[config.mk]
export PLATFORM = sky130hd
export DESIGN_NAME = lrd_queue
export DESIGN_NICKNAME = d
export VERILOG_FILES = /design/src/lrd_pkg.sv /design/src/lrd_queue.sv
export SDC_FILE = /design/constraint.sdc
export NUM_CORES = 2
export LEC_CHECK = 0
export ABC_CLOCK_PERIOD_IN_PS = 35400
export BUFFER_PORTS_ARGS = -buffer_cell sky130_fd_sc_hd__buf_2
export CAP_MARGIN = 20
export CORE_MARGIN = 2
export CORE_UTILIZATION = 40
export CTS_BUF_LIST = sky130_fd_sc_hd__clkbuf_16
export CTS_CLUSTER_DIAMETER = 100
export DETAILED_ROUTE_END_ITERATION = 8
export GPL_ROUTABILITY_DRIVEN = 0
export GPL_TIMING_DRIVEN = 0
export PLACE_DENSITY_LB_ADDON = 0.12
export SYNTH_ARGS = -nofsm -noshare
export SYNTH_HDL_FRONTEND = slang
export SYNTH_SLANG_ARGS = --single-unit
[constraint.sdc]
create_clock -name clk -period 35.4 [get_ports clk]
set_input_delay 5.31 -clock clk [delete_from_list [all_inputs] [get_ports clk]]
set_output_delay 5.31 -clock clk [all_outputs]
set_load 0.05 [all_outputs]
[src/lrd_pkg.sv]
// lrd_pkg: shared types, constants and rounding helpers for the listener
// relative direction block. No dependencies.
`timescale 1ns / 1ps
package lrd_pkg;

  localparam int QDEPTH = 8;
  localparam int QAW    = 3;
  localparam int QCW    = 4;

  localparam logic [16:0] MIN_LENGTH_RESET = 17'd7;
  localparam logic [31:0] ONE_Q30          = 32'h4000_0000;
  localparam logic [16:0] OUT_MAX          = 17'd16384;

  // One vector: component magnitudes, signs and the degenerate mark
  typedef struct packed {
    logic [2:0][31:0] mag;
    logic [2:0]       neg;
    logic             degen;
  } vec_t;

  typedef struct packed {
    vec_t off;
    vec_t fwd;
    vec_t upv;
  } item_t;

  // Round v / 2^30 to nearest, ties away from zero
  function automatic logic signed [33:0] rnd_q30(input logic signed [64:0] v);
    logic [64:0] m;
    logic [64:0] r;
    m = v[64] ? 65'(-v) : 65'(v);
    r = (m + (65'(1) << 29)) >> 30;
    rnd_q30 = v[64] ? -$signed(r[33:0]) : $signed(r[33:0]);
  endfunction

  // Round v / 2^46 to nearest, ties away from zero, saturate to +-16384
  function automatic logic [15:0] rnd_out(input logic signed [67:0] v);
    logic [67:0] m;
    logic [67:0] r;
    logic [16:0] s;
    m = v[67] ? 68'(-v) : 68'(v);
    r = (m + (68'(1) << 45)) >> 46;
    s = (r > 68'(OUT_MAX)) ? OUT_MAX : r[16:0];
    rnd_out = v[67] ? 16'(-s) : 16'(s);
  endfunction

endpackage

[src/lrd_queue.sv]
// lrd_queue: short FIFO of classified items between front and back.
// Depends on lrd_pkg.
`timescale 1ns / 1ps
module lrd_queue import lrd_pkg::*; (
  input  logic           clk,
  input  logic           rst,
  input  logic           push,
  input  item_t          push_data,
  input  logic           pop,
  output logic           q_valid,
  output item_t          q_data,
  output logic [QCW-1:0] count
);

  item_t          mem [QDEPTH];
  logic [QAW-1:0] wp, rp;

  assign q_valid = count != '0;
  assign q_data  = mem[rp];

  always_ff @(posedge clk) begin
    if (rst) begin
      wp    <= '0;
      rp    <= '0;
      count <= '0;
    end else begin
      if (push) wp <= wp + QAW'(1);
      if (pop) rp <= rp + QAW'(1);
      count <= count + QCW'(push) - QCW'(pop);
    end
    if (push) mem[wp] <= push_data;
  end

endmodule

==> run_results.csv <==
group,metric,value,unit
synthesis,ys_ff_latch,2413,
setup_path,cp_top_family,"buffers and inverters",
drt,drt-vias-per-instance,5.29,
synthesis,synth_top_area_share,79.5,%
die,die_h,480,um
setup_path,crit_path_end_kind,"output port",
setup_path,worst-path-max-fanout,10,
cts,htree_levels,5,
die,die-area,231000,sq um
synthesis,ys_types,22,
cts,clockRootBuffer,"clkbuf_16",
drt,drt_iter0_drc,3144,
cts,cts.sinks,2413,
cells_and_area,fill_cells,18396,
synthesis,syn-cell-area,90700,sq um
setup_path,cp_cell_sequence,"buf_2, buf_2, buf_1, mux4_2, mux2_2, buf_2",
min_path,hp-class,"reg2reg",
cts,hold_buffers,0,
setup_path,reg2reg_from,"wp[1]",
cells_and_area,num-nets-final,4920,
outcome,status,"finished clean",
placement,place_hpwl,145000,um
setup_path,startpoint_type,"flop",
setup_path,rr_worst_depth,8,
timing,fin_worst_skew,0.0562,ns
die,num_rows,174,
synthesis,ys_top_cells_by_count,"edfxtp_1, mux4_2, mux2_2, buf_6, buf_1",
placement,port_buffers,608,
drt,vias,41343,
synthesis,yosys_most_used_dff,"edfxtp_1",
drt,met3_wirelength,17100,um
synthesis,synth_cells,3535,
cts,post_cts_buffers,0,
power,peakVddDrop,0.0491,mV
timing,final.setup.tns,0,ns
cells_and_area,layout-drive-gt1-share,44.3,%
drt,firstDrtPassIters,7,
setup_path,rrSetupSlack,32.41,ns
cells_and_area,syn_to_final_growth,20.1,%
cts,cts.repair.resized,0,
drt,ant_nets,0,
synthesis,synth-seq-area-share,79.7,%
global_routing,grt_pass1_wl,319000,um
cts,cts_tree,"done",
timing,max_freq,112,MHz
timing,slew_headroom,35.4,%
global_routing,grt_overflow,0,
power,powerDensity,60.0,nW/um^2
synthesis,yosysMostFrequentCell,"edfxtp_1",
die,initial_core_util,40.3,%
cts,cts_inserted_buffers,278,
min_path,hold_start,"wp[0]",
run,max_cap_viol_count,0,
timing,finalSetupViolations,0,
setup_path,cpPeakStageDelay,0.74,ns
global_routing,antenna_found_initial,104,
cts,clock_path_buffers,4,
global_routing,grt_pass1_vias,42447,
drt,wl_met1,95800,um
setup_path,cp.buffers_inverters,4,
drt,post_drt_wl_per_cell,28.7,um
setup_path,crit_end,"q_data[42]",
timing,finalCritPeriodShare,25.3,%
die,io_pins,609,
timing,rsz0062_at_grt,"false",
die,die_x,480,um
global_routing,grt_usage,19.3,%
cts,clk_pin_slew,0.06,ns
drt,wl_met2,105000,um
synthesis,synth_nets,3847,
drt,top_layer,"met5",
synthesis,synth-edff-count,2400,
timing,period_minus_slack,8.95,ns
setup_path,crit_top_cell,"buf_2",
drt,routed_wl,224000,um
setup_path,path_class,"reg2out",
setup_path,cpMaxStageDelayCell,"buf_1",
timing,final-max-slew-violation-count,0,
setup_path,crit_cells,6,
setup_path,cp.arrival,3.64,ns
synthesis,synth_largest_area_cell,"edfxtp_1",
synthesis,synth.area.top_cells,"edfxtp_1, mux4_2, mux2_2, buf_6, dfxtp_1",
synthesis,synthArstFlopShare,0,%
setup_path,rr_endpoint,"mem[5][88]",
power,leakagePower,34.9,nW
synthesis,yosysWarnings,0,
setup_path,critical_path_required,30.09,ns
power,power,6.53,mW
cts,clk_latency,0.92,ns
drt,drc_errors,0,
die,core_area,225000,sq um
timing,hold_viol,0,
global_routing,grt_max_degree,24,
synthesis,postSynthAreaPerCell,25.7,sq um
timing,max_slew.worst_pin.slew,0.970,ns
## stage by stage
step | std cells | setup WS (ns) | hold WS (ns) | utilization (%) | instance area, sq um
2_1_floorplan | 3535 | 8.48 | 0.475 | - | 90700
3_3_place_gp | 7135 | -17.62 | 0.497 | 43.3 | 97500
3_5_place_dp | 7320 | 27.19 | 0.512 | 44.7 | 101000
4_1_cts | 7783 | 26.30 | 0.521 | 48.3 | 109000
5_1_grt | 7790 | 26.30 | 0.544 | 48.3 | 109000
6_report | 7814 | 26.45 | 0.517 | 48.4 | 109000
## power by group
part,internal [mW],total (mW),switching (mW)
combinational,0.237,0.696,0.459
sequential,3.20,3.22,0.0123
clock,1.53,2.62,1.09
## state kept, by name, indices dropped and copies added (netlist names), named ones only
register and cells:
wp 3, mem 2400, count 4, rp 3
## cells in the final DEF, fill, tap and decap left out, types with 12 or more instances in the layout
cell,netlist,routed
buf_16,0,13
mux2_2,300,300
clkbuf_1,40,38
clkinv_1,0,52
dfxtp_1,13,13
mux4_2,600,600
edfxtp_1,2400,2400
clkinv_2,0,33
clkbuf_16,0,285
bufinv_16,0,12
buf_12,0,82
inv_1,7,73
buf_1,54,54
diode_2,0,31
buf_6,66,141
buf_2,8,616
## routing by layer
layer  vias to the layer above  global-route usage [%]
li1                      17509                       -
met1                     22134                    27.0
met2                      1197                    29.9
met3                       439                    5.34
met4                        64                    5.29
met5                         -                       0
## tightest hold or removal path: stages, from the launching register on
cell,delay (ns)
dfxtp_1,0.33
nand2b_1,0.08
a21oi_1,0.06
## final cells by class
cell class	instances	area, sq um	share of cell area, %
clock inverters	178	1110	1.02
repair buffers	793	6080	5.58
diodes	31	77.6	0.0712
flip-flops and latches	2413	72300	66.4
clock buffers	285	7130	6.55
multi-input cells	947	17300	15.9
inverters	7	26.3	0.0241
well taps	2992	3740	3.44
plain buffers	168	1140	1.05
## kinds of logic (layout without fill, tap and decap cells)
group,after synthesis,after routing,share of synthesized area (%)
compound gates,4,4,0.0262
mux,902,902,18.6
simple gates,29,29,0.142
flops,2413,2413,79.7
xor+xnor,4,4,0.0386
buf+inv,175,1431,1.28
fa+ha+maj,8,8,0.119
other cells,0,31,0
## worst min-delay path by stage
stage,to,slack (ns),cells past startpoint
6_report,wp[0],0.52,2
5_1_grt,wp[0],0.54,2
4_1_cts,wp[0],0.52,2
3_5_place_dp,wp[0],0.51,2
3_3_place_gp,wp[0],0.50,2
2_1_floorplan,wp[0],0.47,2
Power figures use the tool's default switching activity.
